[config.mk]
export PLATFORM = sky130hd
export DESIGN_NAME = cave_automaton_generation_step
export DESIGN_NICKNAME = d
export VERILOG_FILES = /design/src/sv/cag_pkg.sv /design/src/sv/cave_automaton_generation_step.sv /design/src/sv/cag_fifo.sv /design/src/sv/cag_ram.sv /design/src/sv/cag_csr.sv /design/src/sv/cag_front.sv /design/src/sv/cag_back.sv
export SDC_FILE = /design/constraint.sdc
export NUM_CORES = 1
export LEC_CHECK = 0
export BUFFER_PORTS_ARGS = -buffer_cell sky130_fd_sc_hd__buf_4
export CORE_MARGIN = 2
export CORE_UTILIZATION = 45
export DETAILED_ROUTE_END_ITERATION = 6
export PLACE_DENSITY = 0.72
export SLEW_MARGIN = 20
export SYNTH_ARGS = -nofsm -noshare
export SYNTH_HDL_FRONTEND = slang
export SYNTH_HIERARCHICAL = 1
export SYNTH_SLANG_ARGS = --single-unit
[constraint.sdc]
create_clock -name clock -period 9.6 [get_ports clock]
set_clock_uncertainty 0.1 [all_clocks]
set_input_delay 0.48 -clock clock [delete_from_list [all_inputs] [get_ports clock]]
set_output_delay 0.48 -clock clock [all_outputs]
set_load 0.005 [all_outputs]
[src/sv/cag_pkg.sv]
// Shared types and constants of the cave automaton generation step.
// No dependencies; every file of the block but cag_fifo and cag_ram imports it.
package cag_pkg;

   // Field widths fixed by the interface
   localparam int ROW_W     = 10;
   localparam int COL_W     = 6;
   localparam int LIM_W     = 4;
   localparam int ROWS_CFG_W = 11;
   localparam int CSR_AW    = 4;
   localparam int CSR_DW    = 32;

   // Register indexes (paddr[3:2])
   localparam logic [1:0] REG_DEATH = 2'd0;
   localparam logic [1:0] REG_BIRTH = 2'd1;
   localparam logic [1:0] REG_COLS  = 2'd2;
   localparam logic [1:0] REG_ROWS  = 2'd3;

   // Register reset values
   localparam logic [LIM_W-1:0]      DEATH_RST = 4'd4;
   localparam logic [LIM_W-1:0]      BIRTH_RST = 4'd4;
   localparam logic [COL_W-1:0]      COLS_RST  = 6'd60;
   localparam logic [ROWS_CFG_W-1:0] ROWS_RST  = 11'd60;

   // Limits plus clamped grid geometry
   typedef struct packed {
      logic [LIM_W-1:0]      death_limit;
      logic [LIM_W-1:0]      birth_limit;
      logic [COL_W-1:0]      cols;
      logic [ROWS_CFG_W-1:0] rows;
   } cfg_type;

   // One classified input cell
   typedef struct packed {
      logic             cell_alive;
      logic [ROW_W-1:0] row;
      logic [COL_W-1:0] col;
      logic             last;
   } step_type;

   // One result beat
   typedef struct packed {
      logic             next_alive;
      logic [ROW_W-1:0] row;
      logic [COL_W-1:0] col;
      logic             frame_last;
   } result_type;

   typedef enum logic {
      BACK_STREAM,
      BACK_FLUSH
   } back_state_type;

endpackage

[src/sv/cave_automaton_generation_step.sv]
// Top level of the cave automaton generation step.
// Depends on cag_pkg, cag_csr, cag_front, cag_fifo, cag_back and cag_ram.
//
// Usage: cells of the current generation enter in raster order, one bit per
// beat, on the req channel (push/full). Results come out on the rsp channel
// (empty/pop), each beat carrying the next-generation value of one cell with
// its row, column and a flag on the final cell of the grid. Cells off the
// grid count as alive. Limits and geometry sit behind the APB-style port.
// Throughput: one cell per cycle while the back end streams and the result
// queue has room. After the last cell of a frame the back end runs cols+1
// internal flush steps, one per cycle unless the result queue is full, to
// emit the bottom row; meanwhile up to four new cells wait in the step queue.
// The result for cell k is computed in the window stage when cell k+cols+1
// reaches it from the step queue; the flush results follow the last cell.
// When the receiver stalls, the four-entry result queue fills, then the
// window stage holds, then the step queue fills and full rises.
// Reset: limits 4/4, 60x60 grid, empty queues, position at the origin. The
// line stores need no clearing: entries outside the current frame are masked.
module cave_automaton_generation_step #(
   parameter int MAX_COLS = 60,
   parameter int MAX_ROWS = 1024
) (
   input  logic                          clock,
   input  logic                          reset,
   // input cells
   input  logic                          push,
   output logic                          full,
   input  logic                          req_cell_alive,
   // results
   output logic                          empty,
   input  logic                          pop,
   output logic                          rsp_next_alive,
   output logic [cag_pkg::ROW_W-1:0]     rsp_cell_row,
   output logic [cag_pkg::COL_W-1:0]     rsp_cell_col,
   output logic                          rsp_frame_last,
   // configuration
   input  logic                          psel,
   input  logic                          penable,
   input  logic                          pwrite,
   input  logic [cag_pkg::CSR_AW-1:0]    paddr,
   input  logic [cag_pkg::CSR_DW-1:0]    pwdata,
   output logic [cag_pkg::CSR_DW-1:0]    prdata,
   output logic                          pready
);

   import cag_pkg::*;

   localparam int STEP_W = $bits(step_type);
   localparam int RSP_W  = $bits(result_type);
   localparam int Q_DEPTH = 4;

   cfg_type    cfg;
   logic       geom_wr;
   logic       sq_push, sq_full, sq_pop, sq_empty;
   step_type   sq_in, sq_out;
   logic       rq_push, rq_full;
   result_type rq_in, rq_out;

   cag_csr #(
      .MAX_COLS (MAX_COLS),
      .MAX_ROWS (MAX_ROWS)
   ) u_csr (
      .clock   (clock),
      .reset   (reset),
      .psel    (psel),
      .penable (penable),
      .pwrite  (pwrite),
      .paddr   (paddr),
      .pwdata  (pwdata),
      .prdata  (prdata),
      .pready  (pready),
      .cfg     (cfg),
      .geom_wr (geom_wr)
   );

   cag_front u_front (
      .clock      (clock),
      .reset      (reset),
      .push       (push),
      .cell_alive (req_cell_alive),
      .full       (full),
      .cfg        (cfg),
      .geom_wr    (geom_wr),
      .q_full     (sq_full),
      .q_push     (sq_push),
      .q_data     (sq_in)
   );

   // step queue between front and back
   cag_fifo #(
      .WIDTH (STEP_W),
      .DEPTH (Q_DEPTH)
   ) u_step_q (
      .clock     (clock),
      .reset     (reset),
      .push      (sq_push),
      .push_data (sq_in),
      .full      (sq_full),
      .pop       (sq_pop),
      .pop_data  (sq_out),
      .empty     (sq_empty)
   );

   cag_back #(
      .MAX_COLS (MAX_COLS)
   ) u_back (
      .clock    (clock),
      .reset    (reset),
      .cfg      (cfg),
      .q_empty  (sq_empty),
      .q_data   (sq_out),
      .q_pop    (sq_pop),
      .out_full (rq_full),
      .out_push (rq_push),
      .out_data (rq_in)
   );

   // result queue toward the receiver
   cag_fifo #(
      .WIDTH (RSP_W),
      .DEPTH (Q_DEPTH)
   ) u_rsp_q (
      .clock     (clock),
      .reset     (reset),
      .push      (rq_push),
      .push_data (rq_in),
      .full      (rq_full),
      .pop       (pop),
      .pop_data  (rq_out),
      .empty     (empty)
   );

   assign rsp_next_alive = rq_out.next_alive;
   assign rsp_cell_row   = rq_out.row;
   assign rsp_cell_col   = rq_out.col;
   assign rsp_frame_last = rq_out.frame_last;

endmodule

[src/sv/cag_fifo.sv]
// Small generic FIFO used for the step queue and the result queue.
// No package dependency.
module cag_fifo #(
   parameter int WIDTH = 18,
   parameter int DEPTH = 4
) (
   input  logic             clock,
   input  logic             reset,
   input  logic             push,
   input  logic [WIDTH-1:0] push_data,
   output logic             full,
   input  logic             pop,
   output logic [WIDTH-1:0] pop_data,
   output logic             empty
);

   localparam int AW = (DEPTH > 1) ? $clog2(DEPTH) : 1;
   localparam int CW = $clog2(DEPTH + 1);

   logic [WIDTH-1:0] mem_ff [DEPTH];
   logic [AW-1:0]    wr_ptr_ff, wr_ptr_in;
   logic [AW-1:0]    rd_ptr_ff, rd_ptr_in;
   logic [CW-1:0]    count_ff, count_in;
   logic             do_push, do_pop;

   assign full     = (count_ff == CW'(DEPTH));
   assign empty    = (count_ff == '0);
   assign do_push  = push && !full;
   assign do_pop   = pop && !empty;
   assign pop_data = mem_ff[rd_ptr_ff];

   // pointer and fill count update
   always_comb begin
      wr_ptr_in = wr_ptr_ff;
      rd_ptr_in = rd_ptr_ff;
      count_in  = count_ff;
      if (do_push) begin
         wr_ptr_in = (wr_ptr_ff == AW'(DEPTH - 1)) ? '0 : wr_ptr_ff + 1'b1;
      end
      if (do_pop) begin
         rd_ptr_in = (rd_ptr_ff == AW'(DEPTH - 1)) ? '0 : rd_ptr_ff + 1'b1;
      end
      if (do_push && !do_pop) begin
         count_in = count_ff + 1'b1;
      end else if (do_pop && !do_push) begin
         count_in = count_ff - 1'b1;
      end
   end

   always_ff @(posedge clock) begin
      if (reset) begin
         wr_ptr_ff <= '0;
         rd_ptr_ff <= '0;
         count_ff  <= '0;
      end else begin
         wr_ptr_ff <= wr_ptr_in;
         rd_ptr_ff <= rd_ptr_in;
         count_ff  <= count_in;
      end
   end

   // storage, no reset needed
   always_ff @(posedge clock) begin
      if (do_push) begin
         mem_ff[wr_ptr_ff] <= push_data;
      end
   end

   // fill count never passes the depth
   a_count_bound: assert property (@(posedge clock) disable iff (reset)
      count_ff <= CW'(DEPTH))
      else $error("fifo count above depth");

endmodule

[src/sv/cag_ram.sv]
// Generic single-write, single-read RAM with registered read data.
// No package dependency; holds the two line stores of the back end.
module cag_ram #(
   parameter int WIDTH = 2,
   parameter int DEPTH = 60
) (
   input  logic                                    clock,
   input  logic                                    wr_en,
   input  logic [((DEPTH > 1) ? $clog2(DEPTH) : 1)-1:0] wr_addr,
   input  logic [WIDTH-1:0]                        wr_data,
   input  logic                                    rd_en,
   input  logic [((DEPTH > 1) ? $clog2(DEPTH) : 1)-1:0] rd_addr,
   output logic [WIDTH-1:0]                        rd_data
);

   logic [WIDTH-1:0] mem_ff [DEPTH];
   logic [WIDTH-1:0] rd_data_ff;

   assign rd_data = rd_data_ff;

   always_ff @(posedge clock) begin
      if (wr_en) begin
         mem_ff[wr_addr] <= wr_data;
      end
      if (rd_en) begin
         rd_data_ff <= mem_ff[rd_addr];
      end
   end

endmodule

[src/sv/cag_csr.sv]
// APB-style register file: death/birth limits and grid geometry.
// Depends on cag_pkg; exports the clamped geometry and a geometry-write pulse.
module cag_csr #(
   parameter int MAX_COLS = 60,
   parameter int MAX_ROWS = 1024
) (
   input  logic                           clock,
   input  logic                           reset,
   input  logic                           psel,
   input  logic                           penable,
   input  logic                           pwrite,
   input  logic [cag_pkg::CSR_AW-1:0]     paddr,
   input  logic [cag_pkg::CSR_DW-1:0]     pwdata,
   output logic [cag_pkg::CSR_DW-1:0]     prdata,
   output logic                           pready,
   output cag_pkg::cfg_type               cfg,
   output logic                           geom_wr
);

   import cag_pkg::*;

   logic [LIM_W-1:0]      death_ff, death_in;
   logic [LIM_W-1:0]      birth_ff, birth_in;
   logic [COL_W-1:0]      cols_ff, cols_in;
   logic [ROWS_CFG_W-1:0] rows_ff, rows_in;
   logic [1:0]            idx;
   logic                  wr;

   assign pready = 1'b1;
   assign idx    = paddr[3:2];
   assign wr     = psel && penable && pwrite;
   assign geom_wr = wr && (idx == REG_COLS || idx == REG_ROWS);

   // register writes
   always_comb begin
      death_in = death_ff;
      birth_in = birth_ff;
      cols_in  = cols_ff;
      rows_in  = rows_ff;
      if (wr) begin
         unique case (idx)
            REG_DEATH: death_in = pwdata[LIM_W-1:0];
            REG_BIRTH: birth_in = pwdata[LIM_W-1:0];
            REG_COLS:  cols_in  = pwdata[COL_W-1:0];
            REG_ROWS:  rows_in  = pwdata[ROWS_CFG_W-1:0];
         endcase
      end
   end

   always_ff @(posedge clock) begin
      if (reset) begin
         death_ff <= DEATH_RST;
         birth_ff <= BIRTH_RST;
         cols_ff  <= COLS_RST;
         rows_ff  <= ROWS_RST;
      end else begin
         death_ff <= death_in;
         birth_ff <= birth_in;
         cols_ff  <= cols_in;
         rows_ff  <= rows_in;
      end
   end

   // read mux
   always_comb begin
      unique case (idx)
         REG_DEATH: prdata = CSR_DW'(death_ff);
         REG_BIRTH: prdata = CSR_DW'(birth_ff);
         REG_COLS:  prdata = CSR_DW'(cols_ff);
         REG_ROWS:  prdata = CSR_DW'(rows_ff);
      endcase
   end

   // clamp geometry into 1..MAX
   always_comb begin
      cfg.death_limit = death_ff;
      cfg.birth_limit = birth_ff;
      if (cols_ff == '0) begin
         cfg.cols = COL_W'(1);
      end else if (cols_ff > COL_W'(MAX_COLS)) begin
         cfg.cols = COL_W'(MAX_COLS);
      end else begin
         cfg.cols = cols_ff;
      end
      if (rows_ff == '0) begin
         cfg.rows = ROWS_CFG_W'(1);
      end else if (rows_ff > ROWS_CFG_W'(MAX_ROWS)) begin
         cfg.rows = ROWS_CFG_W'(MAX_ROWS);
      end else begin
         cfg.rows = rows_ff;
      end
   end

endmodule

[src/sv/cag_front.sv]
// Front end: accepts input beats, tags them with grid position and end of frame.
// Depends on cag_pkg; feeds the step queue.
module cag_front (
   input  logic              clock,
   input  logic              reset,
   input  logic              push,
   input  logic              cell_alive,
   output logic              full,
   input  cag_pkg::cfg_type  cfg,
   input  logic              geom_wr,
   input  logic              q_full,
   output logic              q_push,
   output cag_pkg::step_type q_data
);

   import cag_pkg::*;

   logic [ROW_W-1:0] row_ff, row_in;
   logic [COL_W-1:0] col_ff, col_in;
   logic             accept;
   logic             last;
   logic             row_end;

   assign full    = q_full;
   assign accept  = push && !q_full;
   assign q_push  = accept;
   assign row_end = (col_ff == cfg.cols - 1'b1);
   assign last    = row_end && (ROWS_CFG_W'(row_ff) == cfg.rows - 1'b1);

   assign q_data.cell_alive = cell_alive;
   assign q_data.row        = row_ff;
   assign q_data.col        = col_ff;
   assign q_data.last       = last;

   // raster position of the next cell; geometry write restarts the frame
   always_comb begin
      row_in = row_ff;
      col_in = col_ff;
      if (geom_wr) begin
         row_in = '0;
         col_in = '0;
      end else if (accept) begin
         if (last) begin
            row_in = '0;
            col_in = '0;
         end else if (row_end) begin
            row_in = row_ff + 1'b1;
            col_in = '0;
         end else begin
            col_in = col_ff + 1'b1;
         end
      end
   end

   always_ff @(posedge clock) begin
      if (reset) begin
         row_ff <= '0;
         col_ff <= '0;
      end else begin
         row_ff <= row_in;
         col_ff <= col_in;
      end
   end

   // end of frame wraps the position back to the origin
   a_frame_wrap: assert property (@(posedge clock) disable iff (reset)
      (accept && last && !geom_wr) |=> (row_ff == '0 && col_ff == '0))
      else $error("position did not wrap after last cell");

   // position stays on the grid
   a_pos_on_grid: assert property (@(posedge clock) disable iff (reset)
      (ROWS_CFG_W'(row_ff) < cfg.rows) && (col_ff < cfg.cols))
      else $error("input position off grid");

endmodule

[src/sv/cag_back.sv]
// Back end: line stores, 3x3 window, boundary masking and the death/birth limit rule (4-5 at reset).
// Depends on cag_pkg and cag_ram; after the last cell it runs w+1 flush steps.
module cag_back #(
   parameter int MAX_COLS = 60
) (
   input  logic                clock,
   input  logic                reset,
   input  cag_pkg::cfg_type    cfg,
   input  logic                q_empty,
   input  cag_pkg::step_type   q_data,
   output logic                q_pop,
   input  logic                out_full,
   output logic                out_push,
   output cag_pkg::result_type out_data
);

   import cag_pkg::*;

   localparam int COL_AW = (MAX_COLS > 1) ? $clog2(MAX_COLS) : 1;

   back_state_type        state_ff, state_in;
   logic [ROWS_CFG_W-1:0] fl_row_ff, fl_row_in;
   logic [COL_W-1:0]      fl_col_ff, fl_col_in;

   // step issue (stage 0)
   logic                  s0_valid, s0_bit, s0_adv;
   logic [ROWS_CFG_W-1:0] s0_row;
   logic [COL_W-1:0]      s0_col;

   // window update (stage 1)
   logic                  s1_v_ff, s1_v_in;
   logic                  s1_bit_ff;
   logic [ROWS_CFG_W-1:0] s1_row_ff;
   logic [COL_W-1:0]      s1_col_ff;
   logic                  s1_fire;

   // line stores: bit 1 two rows up, bit 0 one row up
   logic [1:0]            ram_rd, line, wr_data;
   logic [COL_AW-1:0]     rd_addr, wr_addr;
   logic                  fwd_ff;
   logic [1:0]            fwd_data_ff;

   // window columns: bit 2 top, bit 1 middle, bit 0 bottom
   logic [2:0]            win_left_ff, win_ctr_ff, new_col;

   logic                  emit, col_zero;
   logic [ROWS_CFG_W-1:0] cell_row;
   logic [COL_W-1:0]      cell_col;
   logic                  top_off, bot_off, left_off, right_off;
   logic                  lt, lm, lb, ct, cb, rt, rm, rb;
   logic [3:0]            count;
   logic                  next_alive;

   // step source and flush sequencer
   always_comb begin
      state_in  = state_ff;
      fl_row_in = fl_row_ff;
      fl_col_in = fl_col_ff;
      s0_valid  = 1'b0;
      s0_bit    = 1'b0;
      s0_row    = fl_row_ff;
      s0_col    = fl_col_ff;
      q_pop     = 1'b0;
      unique case (state_ff)
         BACK_STREAM: begin
            s0_valid = !q_empty;
            s0_bit   = q_data.cell_alive;
            s0_row   = ROWS_CFG_W'(q_data.row);
            s0_col   = q_data.col;
            q_pop    = s0_adv;
            if (s0_adv && q_data.last) begin
               state_in  = BACK_FLUSH;
               fl_row_in = cfg.rows;
               fl_col_in = '0;
            end
         end
         BACK_FLUSH: begin
            s0_valid = 1'b1;
            if (s0_adv) begin
               // the step at row h+1, column 0 is the final one
               if (fl_row_ff != cfg.rows) begin
                  state_in = BACK_STREAM;
               end else if (fl_col_ff == cfg.cols - 1'b1) begin
                  fl_row_in = fl_row_ff + 1'b1;
                  fl_col_in = '0;
               end else begin
                  fl_col_in = fl_col_ff + 1'b1;
               end
            end
         end
      endcase
   end

   always_ff @(posedge clock) begin
      if (reset) begin
         state_ff <= BACK_STREAM;
      end else begin
         state_ff <= state_in;
      end
   end

   always_ff @(posedge clock) begin
      fl_row_ff <= fl_row_in;
      fl_col_ff <= fl_col_in;
   end

   // stage handshake
   assign s1_fire = s1_v_ff && !(emit && out_full);
   assign s0_adv  = s0_valid && (!s1_v_ff || s1_fire);

   always_comb begin
      s1_v_in = s1_v_ff;
      if (s0_adv) begin
         s1_v_in = 1'b1;
      end else if (s1_fire) begin
         s1_v_in = 1'b0;
      end
   end

   always_ff @(posedge clock) begin
      if (reset) begin
         s1_v_ff <= 1'b0;
      end else begin
         s1_v_ff <= s1_v_in;
      end
   end

   always_ff @(posedge clock) begin
      if (s0_adv) begin
         s1_bit_ff <= s0_bit;
         s1_row_ff <= s0_row;
         s1_col_ff <= s0_col;
      end
   end

   // line store access; forward a same-column write (one-column grid)
   assign rd_addr = s0_col[COL_AW-1:0];
   assign wr_addr = s1_col_ff[COL_AW-1:0];
   assign line    = fwd_ff ? fwd_data_ff : ram_rd;
   assign wr_data = {line[0], s1_bit_ff};

   cag_ram #(
      .WIDTH (2),
      .DEPTH (MAX_COLS)
   ) u_line_ram (
      .clock   (clock),
      .wr_en   (s1_fire),
      .wr_addr (wr_addr),
      .wr_data (wr_data),
      .rd_en   (s0_adv),
      .rd_addr (rd_addr),
      .rd_data (ram_rd)
   );

   always_ff @(posedge clock) begin
      if (reset) begin
         fwd_ff <= 1'b0;
      end else if (s0_adv) begin
         fwd_ff <= s1_fire && (wr_addr == rd_addr);
      end
   end

   always_ff @(posedge clock) begin
      if (s0_adv) begin
         fwd_data_ff <= wr_data;
      end
   end

   // window shift
   assign new_col = {line[1], line[0], s1_bit_ff};

   always_ff @(posedge clock) begin
      if (s1_fire) begin
         win_left_ff <= win_ctr_ff;
         win_ctr_ff  <= new_col;
      end
   end

   // emitted cell lags the step by one row plus one cell
   always_comb begin
      col_zero  = (s1_col_ff == '0);
      emit      = (s1_row_ff >= ROWS_CFG_W'(2)) ||
                  (s1_row_ff == ROWS_CFG_W'(1) && !col_zero);
      cell_row  = col_zero ? s1_row_ff - ROWS_CFG_W'(2) : s1_row_ff - ROWS_CFG_W'(1);
      cell_col  = col_zero ? cfg.cols - 1'b1 : s1_col_ff - 1'b1;
      top_off   = (cell_row == '0);
      bot_off   = (cell_row == cfg.rows - 1'b1);
      left_off  = (cell_col == '0);
      right_off = (cell_col == cfg.cols - 1'b1);
   end

   // neighbors; off-grid counts as alive
   always_comb begin
      lt = left_off | top_off | win_left_ff[2];
      lm = left_off | win_left_ff[1];
      lb = left_off | bot_off | win_left_ff[0];
      ct = top_off | win_ctr_ff[2];
      cb = bot_off | win_ctr_ff[0];
      rt = right_off | top_off | new_col[2];
      rm = right_off | new_col[1];
      rb = right_off | bot_off | new_col[0];
      count = 4'(lt) + 4'(lm) + 4'(lb) + 4'(ct) + 4'(cb) + 4'(rt) + 4'(rm) + 4'(rb);
      if (win_ctr_ff[1]) begin
         next_alive = (count >= cfg.death_limit);
      end else begin
         next_alive = (count > cfg.birth_limit);
      end
   end

   assign out_push            = s1_fire && emit;
   assign out_data.next_alive = next_alive;
   assign out_data.row        = cell_row[ROW_W-1:0];
   assign out_data.col        = cell_col;
   assign out_data.frame_last = bot_off && right_off;

   // flush starts only after the last cell of a frame leaves the queue
   a_flush_entry: assert property (@(posedge clock) disable iff (reset)
      $rose(state_ff == BACK_FLUSH) |-> $past(q_pop && q_data.last))
      else $error("flush started without end of frame");

   // every emitted cell lies on the grid
   a_emit_on_grid: assert property (@(posedge clock) disable iff (reset)
      out_push |-> (cell_row < cfg.rows && cell_col < cfg.cols))
      else $error("emitted cell off grid");

endmodule

==> impl_metrics.yaml, run 1 <==
sta:
  finalHoldViolations: 0
  worstMarginPinSlew_ps: 1080
  fmax_ghz: 0.142
  finalSetupViolCount: 0
  tns_ps: 0
  finalMaxSlewViolations: 0
  rsz0062_at_grt: "no"
  period_minus_slack_ps: 7030
  slew_headroom_pct: 28.1
  period_share_pct: 73.2
power_and_ir_drop:
  power_density_nw_per_um2: 306
  power.leakage_nw: 6.94
  vdd_drop_max_v: 0.000147
setup_path:
  critical_path.max_fanout: 17
  cp_top_family: "adder cells"
  cp-startpoint: "u_back/s1_col_ff[0]"
  r2r_start: "u_back/s1_col_ff[0]"
  worstPathRequired_ps: 9770
  crit_top_cell: "fa_1"
  slowest_stage: "edfxtp_1"
  end_kind: "register"
  crit_path_start_kind: "register"
  cp_slowest_stage_delay_ps: 630
  crit_type: "register to register"
  worstPathArrival_ps: 7200
  crit_buf_inv: 2
  cp_cell_sequence: "inv_1, ha_1, nor2b_1, nand2_2, a211oi_1, xor2_1, nor2_1, a311oi_1, fa_1, inv_1, fa_1, fa_1, ha_1, fa_1, ha_1, nor2b_1, o21ai_0, nand2b_1, a21oi_1, a41o_1, o21ai_0"
die:
  core_um2: 39800
  die_area_um2: 42100
  die_x_um: 205
  ios: 97
  rows: 73
  die_h_um: 205
  initial_core_util_pct: 45.7
run:
  max_cap_viol_count: 0
routing:
  antenna_left: 0
  drc: 0
  wire_per_inst_um: 19.0
  first_pass_iters: 5
  wirelength_um: 36200
  vias: 10700
  drt-initial-drc-count: 909
  vias_per_cell: 5.60
grt:
  use_met3_pct: 2.52
  grt_pass1_vias: 10600
  antenna_found_initial: 0
  globalRouteOverflowTotal: 0
  met2_usage_pct: 28.5
  gr-usage-met1_pct: 24.5
  grt_usage_pct: 17.6
  grt.busiest_layer: "met2"
  grt_pass1_wl_um: 58200
  grt_max_degree: 64
synth:
  syn_avg_cell_area_um2: 13.7
  netlist_top_cells_area: "edfxtp_1 51%, mux4_2 8.5%, dfxtp_1 6.8%"
  ys.flop_type: "edfxtp_1"
  synth_top_area_cell: "edfxtp_1"
  netlist_area_um2: 18200
  synth_seq_cells: 371
  yosysWarningCount: 6
  synth_top_cell_area_share_pct: 50.9
  synth_cell_types: 89
  async_reset_ff_share_pct: 0
  synth_edf_count: 309
  seq_area_frac_synth_pct: 57.8
  syn_inst: 1327
clocking:
  clock_insertion_delay_worst_skew_ps: 530
  clock-root-buffer: "clkbuf_16"
  cts_buffers: 39
  cts.repair.resized: 0
  ctsHoldBuffers: 0
  htreeDepth: 2
  cts_tree: "built"
  cts_sinks: 371
  cts_max_path_buffers: 3
  post_cts_buffers: 0
  clk_pin_slew_worst_paths_ps: 60
cells_and_area:
  post-route-util_pct: 50.7
  drive_gt1_share_pct: 17.2
  layout.nets: 1442
  n_antenna_cell: 0
  final_common_cell: "edfxtp_1"
  area_delta_synth_final_pct: 10.9
  nFillCells: 3327
  design_area_um2: 20200
  final_cell_mix: "309 x edfxtp_1, 131 x nor2_1, 70 x xnor2_1, 69 x mux4_2"
placed_design:
  dp_hpwl_um: 24000
  dpl_cell_area_um2: 18900
  io_buffers: 51
  place_congestion: 0.813
min_path:
  worstHoldPathType: "input port to register"
  min_from: "req_cell_alive"
run_status:
  status: "finished, final reports clean"
## power by group
| group | internal, mW | switching [mW] | leakage (nW) | total (mW) |
|---|---|---|---|---|
| clock network | 0.940 | 0.600 | 0.643 | 1.54 |
| logic | 1.00 | 1.26 | 2.93 | 2.26 |
| registers | 2.19 | 0.195 | 3.37 | 2.39 |
| total | 4.14 | 2.05 | 6.94 | 6.19 |
## cells in the mapped netlist (all sizes together), types with 5 or more instances
cell and instances:
edfxtp 309, nor2 134, mux4 70, xnor2 70
dfxtp 62, buf 55, mux2i 48, inv 44
clkbuf 41, ha 38, xor2 36, nand2b 35
nor3 34, a21oi 33, nand2 31, nand3 30
nor2b 27, o21ai 24, and3 20, mux2 20
nor4 17, nand4 13, or3 13, nor3b 10
o31ai 9, or4 9, nand3b 7, a31oi 6
fa 6, o211ai 6, a211oi 5, and2 5
or3b 5, xnor3 5
## cell type report
class	instances	area, µm²	share of cell area, %
clock buffer	55	1140	5.65
timing repair buffer	62	465	2.30
clock inverter	15	186	0.923
multi-input combinational	831	7000	34.7
tap	525	657	3.25
inverter	49	221	1.10
sequential	371	10500	52.1
## final timing paths
| check | endpoint | slack (ps) | depth (start not counted) |
|---|---|---|---|
| min | u_step_q/mem_ff[1][17] | 70 | 1 |
| max reg2reg | u_rsp_q/mem_ff[0][17] | 2570 | 21 |
| min reg2reg | u_back/win_left_ff[0] | 360 | 0 |
| max | u_rsp_q/mem_ff[0][17] | 2570 | 21 |
## per-layer routing
metal	share of wire (%)	wire (µm)	vias up
li1	-	-	4982
met1	45	16200	5382
met2	47	17200	264
met3	5.1	1860	60
met4	2.6	959	0
met5	0	0	-
## registers in the layout (all words and copies together), names as in the netlist, 4 cells and up, named ones only
register	flops
u_step_q/mem_ff	72
u_back/s1_col_ff	6
u_back/fl_row_ff	11
u_back/fl_col_ff	6
u_csr/death_ff	4
u_back/u_line_ram/mem_ff	120
u_front/row_ff	10
u_front/col_ff	6
u_csr/birth_ff	4
u_csr/rows_ff	11
u_rsp_q/mem_ff	72
u_csr/cols_ff	6
u_back/s1_row_ff	11
## cell families after synthesis
group	after synthesis	synth area share, %
XOR/XNOR	111	5.72
AND/OR/NAND/NOR	403	12.0
multiplexers	138	12.6
adder cells (fa/ha/maj)	44	3.27
flip-flops	371	57.8
AO/OA/AOI/OAI	113	4.38
buffers and inverters	145	4.25
other	2	0.0412
## stage by stage
stage	setup WS, ps	hold slack, ps	power (mW)	cells
6_report	2570	67.7	6.19	1908
5_1_grt	2050	53.5	6.55	1908
4_1_cts	2560	51.8	6.24	1908
3_5_place_dp	2620	336	4.68	1838
3_3_place_gp	2790	337	4.61	1838
2_1_floorplan	3150	326	4.10	1347
(Power assumes the default switching activity.)
==> run 2: changes to the inputs <==
==> constraint.sdc (replaced) <==
create_clock -name clock -period 7.2 [get_ports clock]
set_clock_uncertainty 0.1 [all_clocks]
set_input_delay 0.36 -clock clock [delete_from_list [all_inputs] [get_ports clock]]
set_output_delay 0.36 -clock clock [all_outputs]
set_load 0.005 [all_outputs]
==> impl_metrics.yaml, run 2 (synthesized netlist as in run 1, its figures left out) <==
die:
  die_area_um2: 42100
  die_x_um: 205
  die_h_um: 205
  ios: 97
  rows: 73
  initial_core_util_pct: 45.7
  core_um2: 39800
routing:
  drc: 3
  vias_per_cell: 5.58
  vias: 10700
  wire_per_inst_um: 19.2
  drt-initial-drc-count: 905
  antenna_left: 0
  first_pass_iters: 7
  wirelength_um: 36800
setup_path:
  end_kind: "register"
  worstPathRequired_ps: 7410
  worstPathArrival_ps: 6880
  crit_path_start_kind: "register"
  crit_type: "register to register"
  critical_path.max_fanout: 10
placed_design:
  io_buffers: 51
  dp.cells: 1846
  dp_hpwl_um: 24500
  dp_slack_ps: 469
  place_congestion: 0.855
cells_and_area:
  layoutNonFillerInstCount: 1920
  layout.nets: 1454
  final_cell_mix: "309 x edfxtp_1, 131 x nor2_1, 70 x buf_4, 70 x xnor2_1, 69 x mux4_2"
  area_delta_synth_final_pct: 11.4
  n_antenna_cell: 0
  post-route-util_pct: 50.9
  largest_reg_flops: 120
  drive_gt1_share_pct: 17.8
  final_common_cell: "edfxtp_1"
  reg_top3: "u_back/u_line_ram/mem_ff (120), u_rsp_q/mem_ff (72), u_step_q/mem_ff (72)"
  largest-register: "u_back/u_line_ram/mem_ff"
grt:
  grt_pass1_vias: 10600
  globalRouteOverflowTotal: 0
  grt_usage_pct: 17.7
  antenna_found_initial: 0
  grt_max_degree: 63
  grt_pass1_wl_um: 58600
sta:
  tns_ps: 0
  fin_ws_ps: 526
  slew_headroom_pct: 29.2
  finalSetupViolCount: 0
  period_minus_slack_ps: 6670
  worstMarginPinSlew_ps: 1060
  finalHoldViolations: 0
  period_share_pct: 92.7
  fmax_ghz: 0.150
  finalMaxSlewViolations: 0
clocking:
  post_cts_buffers: 0
  cts_tree: "built"
  clock-root-buffer: "clkbuf_16"
  cts_buffers: 39
  cts_sinks: 371
  clk_pin_slew_worst_paths_ps: 60
  htreeDepth: 2
  cts_max_path_buffers: 3
  clock_insertion_delay_worst_skew_ps: 530
power_and_ir_drop:
  power.leakage_nw: 6.98
  power_density_nw_per_um2: 408
  vdd_drop_max_v: 0.000247
run:
  max_cap_viol_count: 0
min_path:
  worstHoldPathType: "input port to register"
run_status:
  status: "finished, violations left"
  violations: "DRC"
## run 2: worst paths after layout
check                        from               endpoint  slack (ps)  depth (start not counted)
max              u_csr/cols_ff[3]  u_rsp_q/mem_ff[1][17]         530                         23
min                     pwdata[6]       u_csr/rows_ff[6]          20                          3
max reg2reg      u_csr/cols_ff[3]  u_rsp_q/mem_ff[1][17]         530                         23
min reg2reg  u_back/win_ctr_ff[2]  u_back/win_left_ff[2]         370                          0
## run 2: critical path, stage by stage, from the launching register on
cell and delay, ps:
dfxtp_1 600, nand3_1 190, nand2_1 100, o21ai_0 180, buf_4 240, nor3_1 210
nor3b_1 270, xnor2_1 260, mux2i_1 280, nor4_2 380, a311oi_1 120, fa_1 560
inv_1 60, fa_1 510, fa_1 490, ha_1 240, fa_1 480, ha_1 310
nor2b_1 120, o21ai_0 90, nand2b_1 100, a21oi_1 70, a41o_1 190, o21ai_0 300
## run 2: metal layers
layer | routed length, µm | track usage [%]
met1 | 16300 | 25.0
met2 | 17600 | 29.0
met3 | 2260 | 2.82
met4 | 687 | 4.47
met5 | 0 | 0
## run 2: through the flow
stage	hold slack [ps]	instance area [µm²]	power (mW)
global placement	352	18900	6.16
finish	16.0	20300	8.27
global route	6.10	20300	8.79
floorplan	326	18300	5.47
detailed placement	350	18900	6.27
CTS	0.589	20300	8.32
## run 2: repair_timing
item	4_1_cts	5_1_grt
hold buffers	4	0
setup endpoints to repair	0	4
gates resized for setup	0	2
endpoints found under the hold margin	9	0
## run 2: cell type report
type	instances	area (µm²)
tap	525	657
clock buffer	51	1070
sequential	371	10500
inverter	49	221
multi-input combinational	831	7010
timing repair buffer	74	566
fill	3335	19500
clock inverter	19	235
## run 2: where the power goes
group	switching (mW)	internal (mW)	leakage [nW]	total (mW)
clock network	0.798	1.23	0.633	2.03
logic	1.73	1.36	2.98	3.09
registers	0.227	2.93	3.37	3.15
total	2.75	5.52	6.98	8.27
==> run 3: changes to the inputs <==
--- a/config.mk
+++ b/config.mk
@@ -5,6 +5,7 @@
 export SDC_FILE = /design/constraint.sdc
 export NUM_CORES = 1
 export LEC_CHECK = 0
+export ABC_AREA = 1
 export BUFFER_PORTS_ARGS = -buffer_cell sky130_fd_sc_hd__buf_4
 export CORE_MARGIN = 2
 export CORE_UTILIZATION = 45
==> impl_metrics.yaml, run 3 <==
placed_design:
  dp_hpwl_um: 29900
  dp.cells: 2654
  io_buffers: 51
  place_congestion: 0.911
synth:
  async_reset_ff_share_pct: 0
  synth_xor_area_share_pct: 2.02
  synth_top_cell_area_share_pct: 48.7
  synth_mux_area_share_pct: 0
  synth_seq_cells: 371
  netlist_area_um2: 19100
  syn_inst: 2115
  synth_cell_types: 54
  synth_top_area_cell: "edfxtp_1"
  netlist_top_cells_area: "edfxtp_1 49%, nand2_1 9.5%, dfxtp_1 6.5%"
  synth_compound_area_share_pct: 6.69
  yosysMostFrequentCell: "nand2_1"
  yosysWarningCount: 6
  synth_top_family_by_area: "simple AND/OR/NAND/NOR gates"
  synthSimpleGateAreaFrac_pct: 25.1
  seq_area_frac_synth_pct: 55.2
  syn_avg_cell_area_um2: 9.02
  synth_adder_area_share_pct: 3.12
  synth_edf_count: 309
  ys.flop_type: "edfxtp_1"
  synth_common_cells: "482 x nand2_1, 327 x nor2_1, 309 x edfxtp_1, 207 x inv_1, 169 x nand3_1"
routing:
  first_pass_iters: 6
  wire_per_inst_um: 16.2
  drc: 0
  drt-initial-drc-count: 1319
  antenna_left: 0
  wirelength_um: 44400
  vias: 14500
  vias_per_cell: 5.30
cells_and_area:
  post-route-util_pct: 50.5
  multi_input_comb_area_um2: 7140
  final_common_cell: "nand2_1"
  area_delta_synth_final_pct: 10.9
  nFillCells: 3753
  layout.nets: 2257
  final_cell_mix: "482 x nand2_1, 327 x nor2_1, 309 x edfxtp_1, 207 x inv_1, 169 x nand3_1"
  drive_gt1_share_pct: 9.41
  n_antenna_cell: 0
  layoutNonFillerInstCount: 2738
  largest-register: "u_back/u_line_ram/mem_ff"
  largest_reg_flops: 120
  seqCellArea_um2: 10500
  reg_top3: "u_back/u_line_ram/mem_ff (120), u_rsp_q/mem_ff (72), u_step_q/mem_ff (72)"
power_and_ir_drop:
  vdd_drop_max_v: 0.000326
  power_density_nw_per_um2: 425
  power.leakage_nw: 8.49
min_path:
  worstHoldPathType: "input port to register"
setup_path:
  crit_type: "register to register"
  critical_path.max_fanout: 11
  end_kind: "register"
  worstPathRequired_ps: 7350
  crit_path_start_kind: "register"
  worstPathArrival_ps: 6660
sta:
  rsz0062_at_grt: "no"
  slew_headroom_pct: 27.4
  worstMarginPinSlew_ps: 1090
  period_minus_slack_ps: 6510
  finalSetupViolCount: 0
  period_share_pct: 90.4
  tns_ps: 0
  finalMaxSlewViolations: 0
  finalHoldViolations: 0
  fmax_ghz: 0.154
clocking:
  cts_max_path_buffers: 3
  cts_sinks: 371
  cts_tree: "built"
  cts_buffers: 40
  clk_pin_slew_worst_paths_ps: 60
  htreeDepth: 2
  clock-root-buffer: "clkbuf_16"
  post_cts_buffers: 0
  cts.repair.resized: 0
  clock_insertion_delay_worst_skew_ps: 550
  ctsHoldBuffers: 12
grt:
  globalRouteOverflowTotal: 0
  gr-usage-met1_pct: 26.8
  grt_usage_pct: 20.0
  grt_max_degree: 66
  use_met3_pct: 3.50
  grt.busiest_layer: "met2"
  grt_pass1_wl_um: 70500
  antenna_found_initial: 1
  grt_pass1_vias: 13600
  met2_usage_pct: 32.9
die:
  die_area_um2: 44000
  die_h_um: 210
  core_um2: 41900
  initial_core_util_pct: 45.6
  ios: 97
  die_x_um: 210
  rows: 75
run_status:
  status: "finished, final reports clean"
run:
  max_cap_viol_count: 0
-- run 3: changes by cell type in the layout (fill, tap and decap cells not counted), sizes merged, moves of 35 or more --
cell / before / now
mux2i: 48 / 0
o22ai: 1 / 39
inv: 45 / 221
o21ai: 24 / 153
nand3: 30 / 173
nand2b: 35 / 0
nand2: 31 / 502
nor2: 134 / 354
xnor2: 70 / 11
mux4: 70 / 0
-- run 3: cell families after synthesis --
family | count (synthesis)
buffers and inverters | 315
AOI/OAI and AO/OA | 233
adders and majority gates | 44
xor gates and xnor gates | 44
other | 2
and+or+nand+nor | 1106
DFF | 371
-- run 3: final timing paths --
check	startpoint	end	slack [ps]	cells past startpoint
worst min register to register	u_back/win_ctr_ff[0]	u_back/win_left_ff[0]	370	0
worst max register to register	u_csr/cols_ff[2]	u_rsp_q/mem_ff[0][17]	690	25
worst max-delay path	u_csr/cols_ff[2]	u_rsp_q/mem_ff[0][17]	690	25
worst min-delay path	pop	u_rsp_q/rd_ptr_ff[1]	30	4
-- run 3: power breakdown --
group,switching [mW],internal (mW)
Sequential,0.249,3.00
Clock,0.819,1.21
Combinational,2.50,1.22
-- run 3: cell type report --
class	count	share of cell area, %
Sequential cell	371	49.7
Multi-Input combinational cell	1449	33.8
Clock buffer	55	5.38
Inverter	223	4.06
Tap cell	539	3.19
Timing Repair Buffer	84	3.12
Clock inverter	17	0.763
-- run 3: layer usage --
metal / up-vias / part of all wire [%]
met5: - / 0.025
met4: 2 / 2.9
met3: 91 / 6.7
met2: 474 / 47
met1: 6839 / 43
li1: 7104 / -
-- run 3: per-stage QoR --
step / setup slack (ps) / cell area (µm²) / hold WS (ps) / power, mW
finish: 692 / 21200 / 32.0 / 8.99
global route: 152 / 21200 / 36.7 / 9.64
floorplan: 1670 / 19100 / 326 / 5.96
detailed placement: 708 / 19700 / 352 / 6.97
global placement: 931 / 19700 / 337 / 6.84
CTS: 675 / 21200 / 5.98 / 9.02
-- run 3: worst max-delay path, cell delays in order, from the launching register on --
cell and delay, ps:
dfxtp_1 570, nand4_1 170, o21ai_0 170, nand2_1 200, inv_2 170, ha_1 190
nand2_1 80, xor2_1 280, inv_1 90, o21ai_0 510, nor2_1 100, nand3_1 110
nand2_1 70, a21oi_1 180, fa_1 420, inv_1 100, fa_1 440, fa_1 500
ha_1 240, fa_1 490, ha_1 300, a21boi_0 120, o21a_1 170, o21a_1 160
o21ai_0 120, o21ai_0 170
